[src/sv/hw2d_pkg.sv]
// Package for the multi-level 2D Haar block: payload structs, command and status types.
// Depends on nothing; used by every module in sv/.
package hw2d_pkg;
  localparam int COEF_W = 25;
  localparam int CFG_W = 7;

  typedef enum logic [0:0] {
    CFG_HEIGHT = 1'b0,
    CFG_WIDTH  = 1'b1
  } cfg_index_t;

  typedef struct packed {
    logic       mode;
    logic [7:0] pixel;
  } in_item_t;

  typedef struct packed {
    logic signed [COEF_W-1:0] coefficient;
    logic                     last_coefficient;
    logic                     read_error;
  } out_item_t;

  // controller to datapath
  typedef struct packed {
    logic wr_frame;     // write pixel at load address
    logic pass_start;   // begin one 1D pass
    logic pass_col;     // 0 row pass, 1 column pass
    logic rd_frame;     // readout read flag; the controller never sets it and the datapath ignores it
  } dp_cmd_t;

  // datapath to controller
  typedef struct packed {
    logic pass_done;
  } dp_stat_t;
endpackage

[src/sv/hw2d_ctrl.sv]
// Controller: load and readout indexes, level sequencing, handshakes.
// Depends on hw2d_pkg.
module hw2d_ctrl #(
  parameter int MAX_HEIGHT = 64,
  parameter int MAX_WIDTH = 64,
  parameter int FRAC_BITS = 16,
  parameter int AW = 12,
  parameter int DW = 7
) (
  input  logic                              clk,
  input  logic                              rst,
  input  logic                              cfg_we,
  input  logic [hw2d_pkg::CFG_W-1:0]        cfg_index,
  input  logic [hw2d_pkg::CFG_W-1:0]        cfg_data,
  input  logic                              in_valid,
  output logic                              in_ready,
  input  hw2d_pkg::in_item_t                in_data,
  output logic                              out_valid,
  input  logic                              out_ready,
  output hw2d_pkg::out_item_t               out_data,
  output hw2d_pkg::dp_cmd_t                 cmd,
  input  hw2d_pkg::dp_stat_t                stat,
  output logic [AW-1:0]                     wr_addr,
  output logic signed [hw2d_pkg::COEF_W-1:0] wr_data,
  output logic [AW-1:0]                     rd_addr,
  input  logic signed [hw2d_pkg::COEF_W-1:0] rd_data,
  output logic [DW-1:0]                     w_eff,
  output logic [DW-1:0]                     rh,
  output logic [DW-1:0]                     rw
);
  import hw2d_pkg::*;

  typedef enum logic [5:0] {
    S_IDLE = 6'b000001,
    S_ROWS = 6'b000010,
    S_COLS = 6'b000100,
    S_WAIT = 6'b001000,
    S_READ = 6'b010000,
    S_OUT  = 6'b100000
  } state_t;

  localparam int COEF_MAX = (1 << (COEF_W-1)) - 1;

  state_t state;
  logic [CFG_W-1:0] image_height;
  logic [CFG_W-1:0] image_width;
  logic [DW-1:0] h_eff;
  logic [AW:0] total;
  logic [AW:0] load_index;
  logic [AW:0] read_index;
  logic frame_ready;
  logic read_last;
  logic in_xfer;
  logic [COEF_W+8:0] pix_wide;
  logic pass_col;
  logic busy_out;
  logic out_load;

  function automatic logic [DW-1:0] eff(input logic [CFG_W-1:0] r, input int unsigned mx);
    logic [DW-1:0] res;
    if (r == '0) res = DW'(1);
    else if (32'(r) > mx) res = DW'(mx);
    else res = DW'(r);
    return res;
  endfunction

  assign h_eff = eff(image_height, MAX_HEIGHT);
  assign w_eff = eff(image_width, MAX_WIDTH);
  assign total = (AW+1)'(h_eff) * (AW+1)'(w_eff);

  assign in_ready = (state == S_IDLE) && !busy_out;
  assign in_xfer = in_valid && in_ready;
  assign busy_out = out_valid && !out_ready;
  // a new result enters the output register this cycle
  assign out_load = (state == S_OUT) || (in_xfer && in_data.mode && !frame_ready);

  assign pix_wide = (COEF_W+9)'(in_data.pixel) << FRAC_BITS;
  assign wr_data = (pix_wide > (COEF_W+9)'(COEF_MAX)) ? COEF_W'(COEF_MAX) : COEF_W'(pix_wide);
  assign wr_addr = load_index[AW-1:0];
  assign rd_addr = read_index[AW-1:0];

  always_comb begin
    cmd = '0;
    cmd.wr_frame = in_xfer && !in_data.mode;
    cmd.pass_start = (state == S_ROWS) || (state == S_COLS);
    cmd.pass_col = (state == S_COLS);
  end

  always_ff @(posedge clk) begin
    if (rst) begin
      state <= S_IDLE;
      image_height <= CFG_W'(64);
      image_width <= CFG_W'(64);
      load_index <= '0;
      read_index <= '0;
      frame_ready <= 1'b0;
      out_valid <= 1'b0;
      pass_col <= 1'b0;
      rh <= '0;
      rw <= '0;
    end else begin
      if (out_valid && out_ready && !out_load) out_valid <= 1'b0;
      if (cfg_we) begin
        unique case (cfg_index)
          CFG_W'(CFG_HEIGHT): begin
            image_height <= cfg_data;
            load_index <= '0; read_index <= '0; frame_ready <= 1'b0;
          end
          CFG_W'(CFG_WIDTH): begin
            image_width <= cfg_data;
            load_index <= '0; read_index <= '0; frame_ready <= 1'b0;
          end
          default: ;
        endcase
      end
      unique case (state)
        S_IDLE: begin
          if (in_xfer && !in_data.mode) begin
            if (frame_ready) begin
              frame_ready <= 1'b0;
              read_index <= '0;
            end
            if (((frame_ready ? '0 : load_index) + 1'b1) >= total) begin
              load_index <= '0;
              rh <= h_eff;
              rw <= w_eff;
              if (h_eff > DW'(1) || w_eff > DW'(1)) state <= S_ROWS;
              else frame_ready <= 1'b1;
            end else begin
              load_index <= (frame_ready ? '0 : load_index) + 1'b1;
            end
          end else if (in_xfer) begin
            if (!frame_ready) begin
              out_data <= '{coefficient: '0, last_coefficient: 1'b0, read_error: 1'b1};
              out_valid <= 1'b1;
            end else begin
              state <= S_READ;
            end
          end
        end
        S_ROWS: begin
          pass_col <= 1'b0;
          state <= S_WAIT;
        end
        S_COLS: begin
          pass_col <= 1'b1;
          state <= S_WAIT;
        end
        S_WAIT: begin
          if (stat.pass_done) begin
            if (!pass_col) state <= S_COLS;
            else begin
              rh <= (rh + 1'b1) >> 1;
              rw <= (rw + 1'b1) >> 1;
              if (rh > DW'(2) || rw > DW'(2)) state <= S_ROWS;
              else begin
                frame_ready <= 1'b1;
                read_index <= '0;
                state <= S_IDLE;
              end
            end
          end
        end
        S_READ: state <= S_OUT;
        S_OUT: begin
          out_data <= '{coefficient: rd_data, last_coefficient: read_last, read_error: 1'b0};
          out_valid <= 1'b1;
          read_index <= read_last ? '0 : read_index + 1'b1;
          state <= S_IDLE;
        end
        default: state <= S_IDLE;
      endcase
    end
  end

  assign read_last = (read_index + 1'b1) >= total;

`ifndef SYNTH
  a_no_take_while_busy: assert property (@(posedge clk) disable iff (rst)
    (state != S_IDLE) |-> !in_ready)
    else $error("input taken during transform or read");
  a_ready_after_levels: assert property (@(posedge clk) disable iff (rst)
    (state == S_WAIT && stat.pass_done && pass_col && rh <= DW'(2) && rw <= DW'(2))
    |=> frame_ready)
    else $error("frame not ready after last level");
  a_err_only_unready: assert property (@(posedge clk) disable iff (rst)
    (out_valid && !$past(out_valid) && out_data.read_error) |-> !frame_ready)
    else $error("read error with frame ready");
`endif
endmodule

[config.mk]
export PLATFORM = sky130hd
export DESIGN_NAME = hw2d_ctrl
export DESIGN_NICKNAME = d
export VERILOG_FILES = /design/src/sv/hw2d_pkg.sv /design/src/sv/hw2d_ctrl.sv
export SDC_FILE = /design/constraint.sdc
export NUM_CORES = 1
export LEC_CHECK = 0
export BUFFER_PORTS_ARGS = -buffer_cell sky130_fd_sc_hd__clkbuf_2
export CORE_ASPECT_RATIO = 1.75
export CORE_UTILIZATION = 29
export DETAILED_ROUTE_END_ITERATION = 8
export GPL_ROUTABILITY_DRIVEN = 0
export PLACE_DENSITY = 0.5
export SLEW_MARGIN = 20
export SYNTH_ARGS = -nofsm -noshare
export SYNTH_HDL_FRONTEND = slang
export SYNTH_SLANG_ARGS = --single-unit
[constraint.sdc]
create_clock -name clk -period 7.7 [get_ports clk]
set_input_delay 0.77 -clock clk [delete_from_list [all_inputs] [get_ports clk]]
set_output_delay 0.77 -clock clk [all_outputs]
set_load 0.1 [all_outputs]
==> results_dict.tcl, run 1 <==
set metrics [dict create \
    outcome "finished clean" \
    finalMaxSlewViolations 0 \
    holdBufCountCts 0 \
    synthesis.area_um2 6950 \
    initial_core_util_pct 29.7 \
    synth_edf_count 27 \
    cpPeakStageDelay_ps 550 \
    fin_worst_skew_ps 9.29 \
    hold_class "flop to flop" \
    syn2layout_area_growth_pct 13.1 \
    sw_frac_of_total_pct 29.1 \
    power_frac_clock_pct 44.0 \
    antennaDiodeCount 0 \
    grt_overflow 0 \
    fin_crit_ps 7030 \
    avgRoutedWirePerCell_um 15.7 \
    cts_setup_buffers 0 \
    cts_buffers 9 \
    drtAntennaViolNets 0 \
    cp.arrival_ps 7330 \
    cts-htree-levels 3 \
    cap_violations 0 \
    drcViolationCount 0 \
    avgSynthCellArea_um2 8.69 \
    die_width_um 119 \
    ioPinCount 157 \
    finalSetupTns_ps 0 \
    die_area_um2 24600 \
    root_buffer "clkbuf_16" \
    drive_gt1_share_pct 18.4 \
    vias 5712 \
    clk_latency_ps 360 \
    first_global_vias 5758 \
    path_class "flop to flop" \
    ff2ff_setup_slack_ps 670 \
    cp_slowest_cell "fa_1" \
    antenna_found_initial 0 \
    post-place-ws_ps 720 \
    coreArea_um2 23400 \
    first_iter_violations 208 \
    synthArstFlopShare_pct 0 \
    seqPwrFrac_pct 43.6 \
    syn_inst 800 \
    crit_path_start "image_height[2]" \
    postRouteWirelength_mm 18.6 \
    fmax_mhz 142 \
    yosysTopAreaCell "dfxtp_1" \
    finalSetupViolCount 0 \
    reg2reg_depth 26 \
    cts.sinks 90 \
    post-synth-top-area-fraction_pct 18.1 \
    cts_buffer_depth 2 \
    viasPerCell 4.82 \
    ys_types 72 \
    grt_usage_pct 15.5 \
    finalHoldViolCount 0 \
    placed_cells 1169 \
    worst_pin_slew_ps 951 \
    r2r_start "image_height[2]" \
    synth_seq_cells 90 \
    cts_resized 0 \
    yosys_warnings 0 \
    synthFlopType "dfxtp_1" \
    critPathCaptureType "flop" \
    crit_top_cell "fa_1" \
    critPathMaxFanout 10 \
    power_mw 1.14 \
    rsz0062_at_grt "no" \
    power_leakage_nw 3.67 \
    power_density_nw_per_um2 145 \
    p_int_mw 0.807 \
    finalNonFillerCells 1185 \
    grt_pass1_wl_mm 30.0 \
    dr.pass1.iters 4 \
    r2r_end "read_index[2]" \
    holdPathStages 2 \
    dpl.hpwl_mm 14.6 \
    pwr-share-comb_pct 12.4 \
    io_buffer_count 122 \
    final.period_utilization_pct 91.2 \
    power.switching_mw 0.331 \
    hold_slack_ps 469 \
    die_h_um 207 \
    cp-endpoint "read_index[2]" \
    ys_top_cells_by_area "dfxtp_1 (18%), edfxtp_1 (12%), ha_1 (10%), fa_1 (6.6%), buf_4 (5.5%)" \
    start_kind "flop" \
    yosysSeqAreaShare_pct 29.8 \
    ir_drop_mv 0.167 \
    tritoncts "yes" \
    grt_max_degree 45 \
    core.rowCount 74 \
    setup_ws_ps 675 \
    path_clk_slew_ps 70 \
    final_nets 1011 \
    slew_headroom_pct 36.6 \
    worstPathRequired_ps 8010 \
]
==> state kept, by name, indices dropped and copies added (netlist names), 6 cells and up <==
register and cells:
out_data 27, load_index 13, read_index 13, image_height 7, image_width 7, rh 7
rw 7, state 6
==> how the worst min path moves through the flow <==
stage | from | to | slack (ps)
5_1_grt | load_index[12] | load_index[12] | 490
3_5_place_dp | load_index[12] | load_index[12] | 460
3_3_place_gp | load_index[12] | load_index[12] | 460
4_1_cts | load_index[12] | load_index[12] | 470
2_1_floorplan | load_index[12] | load_index[12] | 440
6_report | load_index[12] | load_index[12] | 470
==> cell type report <==
type | instances | area (µm²)
tap | 304 | 380
inverter | 55 | 219
clock inverter | 6 | 96.3
multi-input combinational | 591 | 4210
sequential | 90 | 2070
fill | 2509 | 15600
clock buffer | 10 | 229
timing repair buffer | 129 | 663
==> per-stage QoR <==
stage,util (%),cell area (µm²)
finish,33.6,7870
global placement,32.2,7540
floorplan,-,7020
global route,33.6,7870
CTS,33.6,7870
detailed placement,32.2,7540
==> power by group through the flow <==
stage                     Combinational, mW  Clock, mW  Sequential (mW)
after floorplan                       0.113          0            0.535
after global placement                0.143          0            0.506
after detailed placement              0.143          0            0.507
after CTS                             0.143      0.514            0.496
after global routing                  0.150      0.533            0.496
final                                 0.142      0.500            0.496
==> critical path: cells and delay by family, from the launching register on <==
kind,cells,cell delay [ps]
fa+ha+maj,6,2740
simple gates,5,1420
flops,1,330
xor+xnor,1,280
buf+inv,3,140
compound gates,11,2040
==> synthesized netlist by cell type, types with 3 or more instances <==
master / n
nor2_1: 89
nand2_1: 75
dfxtp_1: 63
ha_1: 58
inv_1: 53
buf_4: 51
nand3_1: 34
and2_1: 28
edfxtp_1: 27
a21oi_1: 24
xnor2_1: 24
fa_1: 23
clkbuf_1: 21
xor2_1: 21
o21ai_0: 15
mux2i_1: 13
o21ai_1: 13
a21o_1: 11
nor4_1: 11
a211oi_1: 10
nor2b_1: 10
o41ai_1: 10
nand4_1: 9
nor3_1: 9
and3_1: 7
nand2b_1: 7
o31ai_1: 7
o21bai_1: 6
a31oi_1: 5
o21a_1: 5
buf_2: 3
buf_6: 3
nor4b_1: 3
o221ai_1: 3
or4_1: 3
==> cell families (layout without fill, tap and decap cells) <==
group / Yosys count / after routing / share of synthesized area, %
mux: 13 / 13 / 1.87
flops: 90 / 90 / 29.8
xor+xnor: 45 / 45 / 5.67
fa+ha+maj: 83 / 83 / 17.4
simple gates: 303 / 303 / 21.8
compound gates: 129 / 129 / 12.8
buf+inv: 136 / 200 / 10.7
other cells: 1 / 18 / 0.0539
==> placed cells by master, fill, tap and decap left out, types with 11 or more instances in the layout <==
cell type	count
a21o_1	11
a21oi_1	24
and2_1	28
clkbuf_2	122
conb_1	18
dfxtp_1	63
edfxtp_1	27
fa_1	23
ha_1	58
inv_1	53
mux2i_1	13
nand2_1	75
nand3_1	34
nor2_1	88
nor4_1	11
o21ai_0	15
o21ai_1	13
xnor2_1	24
xor2_1	21
==> layer usage <==
metal / global-route usage (%) / vias up / part of all wire [%]
met5: 0 / - / 0
met4: 6.60 / 0 / 2.7
met3: 1.87 / 35 / 2.9
met2: 29.9 / 126 / 55
met1: 16.8 / 2698 / 40
li1: - / 2853 / -
(Power assumes the default switching activity.)
==> run 2, diff against run 1 <==
- HOLD_SLACK_MARGIN: default -> 0.12
- clock period: 7.7 -> 7 ns (I/O delays scaled with it)
==> run 2 against run 1 <==
Net effect:
- combinational power up 9.9%
- sequential power up 9.9%
- register-to-register slack worse by 360 ps
- routed wire length up 1.2%
- via count up 0.23%
- critical path type unchanged
- maximum frequency up 5.0%
- worst setup slack worse by 360 ps
- final area up 2.7%
- final cell count up 1.3%
- clock power down 3%
==> results_dict.tcl, run 2 (synthesis results as in run 1) <==
set metrics [dict create \
    final.period_utilization_pct 95.6 \
    grt_usage_pct 15.1 \
    grt_pass1_wl_mm 29.1 \
    worst_pin_slew_ps 993 \
    io_buffer_count 122 \
    finalMaxSlewViolations 0 \
    path_class "flop to flop" \
    drtAntennaViolNets 0 \
    cp.arrival_ps 6890 \
    first_iter_violations 223 \
    hold_slack_ps 485 \
    fmax_mhz 149 \
    die_h_um 207 \
    largest_reg_flops 27 \
    cts_buffer_depth 2 \
    ir_drop_mv 0.168 \
    antennaDiodeCount 0 \
    setup_ws_ps 311 \
    syn2layout_area_growth_pct 16.2 \
    power_leakage_nw 3.74 \
    ioPinCount 157 \
    tritoncts "yes" \
    finalSetupViolCount 0 \
    cts-htree-levels 3 \
    fin_worst_skew_ps 12.9 \
    top_regs "out_data x27, load_index x13, read_index x13" \
    start_kind "flop" \
    vias 5725 \
    antenna_found_initial 0 \
    finalHoldViolCount 0 \
    final_nets 1026 \
    dpl.hpwl_mm 14.7 \
    final_cell_area_um2 8080 \
    viasPerCell 4.77 \
    post-place-ws_ps 159 \
    slew_headroom_pct 33.8 \
    final_common_cell "clkbuf_2" \
    first_global_vias 5535 \
    outcome "finished clean" \
    die_area_um2 24600 \
    root_buffer "clkbuf_16" \
    cap_violations 0 \
    power_density_nw_per_um2 147 \
    fin_util_pct 34.5 \
    place_area_um2 7620 \
    drcViolationCount 0 \
    postRouteWirelength_mm 18.8 \
    grt_overflow 0 \
    hold_class "flop to flop" \
    clk_latency_ps 360 \
    critPathCaptureType "flop" \
    coreArea_um2 23400 \
    core.rowCount 74 \
    finalSetupTns_ps 0 \
    avgRoutedWirePerCell_um 15.7 \
    worstPathRequired_ps 7200 \
    dr.pass1.iters 5 \
    fin_crit_ps 6690 \
    layout_common_cells "clkbuf_2 (122), nor2_1 (87), nand2_1 (75)" \
    drive_gt1_share_pct 21.3 \
    initial_core_util_pct 29.7 \
    cts.sinks 90 \
    die_width_um 119 \
    path_clk_slew_ps 70 \
    critPathMaxFanout 14 \
    rsz0062_at_grt "no" \
    cts_buffers 9 \
    grt_max_degree 45 \
    largest-register "out_data" \
]
-- run 2: cell types whose count changed in the layout (fill, tap and decap cells not counted), sizes merged --
cell,previous run,this run
clkbuf,132,133
bufinv,2,0
inv,57,58
buf,7,20
clkinv,1,3
-- run 2: worst paths after layout --
| kind | from | to | slack [ps] | cells after the start |
|---|---|---|---|---|
| max | image_height[2] | rh[2] | 310 | 26 |
| min | read_index[10] | read_index[10] | 490 | 2 |
| max reg2reg | image_height[2] | rh[2] | 310 | 26 |
| min reg2reg | read_index[10] | read_index[10] | 490 | 2 |
-- run 2: layout make-up --
type	instances	area, µm²
Timing Repair Buffer	144	823
Inverter	55	219
Clock buffer	9	225
Sequential cell	90	2070
Clock inverter	7	58.8
Fill cell	2437	15300
Multi-Input combinational cell	591	4300
Tap cell	304	380
-- run 2: power by group --
group          total (mW)  leakage, nW  switching, mW  internal [mW]
registers           0.545        0.759        0.00394          0.541
clock network       0.483        0.140          0.235          0.248
logic               0.156         2.84          0.128         0.0281
-- run 2: repair_timing --
item / CTS / global route
hold buffers: 0 / 0
hold endpoints to repair: 0 / 0
endpoints found under the setup margin: 0 / 38
setup buffers: 0 / 4
gates resized for setup: 0 / 16
-- run 2: metal layers --
metal / GRT usage (%) / wire (µm) / up-vias
met3: 1.76 / 479 / 18
met2: 29.7 / 10400 / 123
met1: 16.4 / 7620 / 2708
met5: 0 / 0 / -
met4: 4.97 / 324 / 0
li1: - / - / 2876
-- run 2: worst max-delay path: stages, from the launching register on --
cell,delay (ps)
dfxtp_1,330
or4_4,550
nor2_4,120
o21ai_1,70
or2_2,310
fa_1,480
fa_1,540
inv_1,50
fa_1,520
inv_1,50
fa_1,530
inv_1,70
ha_4,280
o21a_1,160
o31ai_4,100
a21oi_2,140
a21oi_1,80
xor2_1,170
ha_1,290
o21a_1,110
nor2_1,50
o31a_1,290
maj3_2,360
a211oi_4,400
buf_4,200
clkbuf_16,160
o41ai_1,70
-- run 2: per-stage QoR --
step           cells  total power [mW]
3_5_place_dp    1178             0.714
4_1_cts         1194              1.20
6_report        1200              1.18
5_1_grt         1200              1.23
2_1_floorplan    817             0.713
3_3_place_gp    1178             0.713
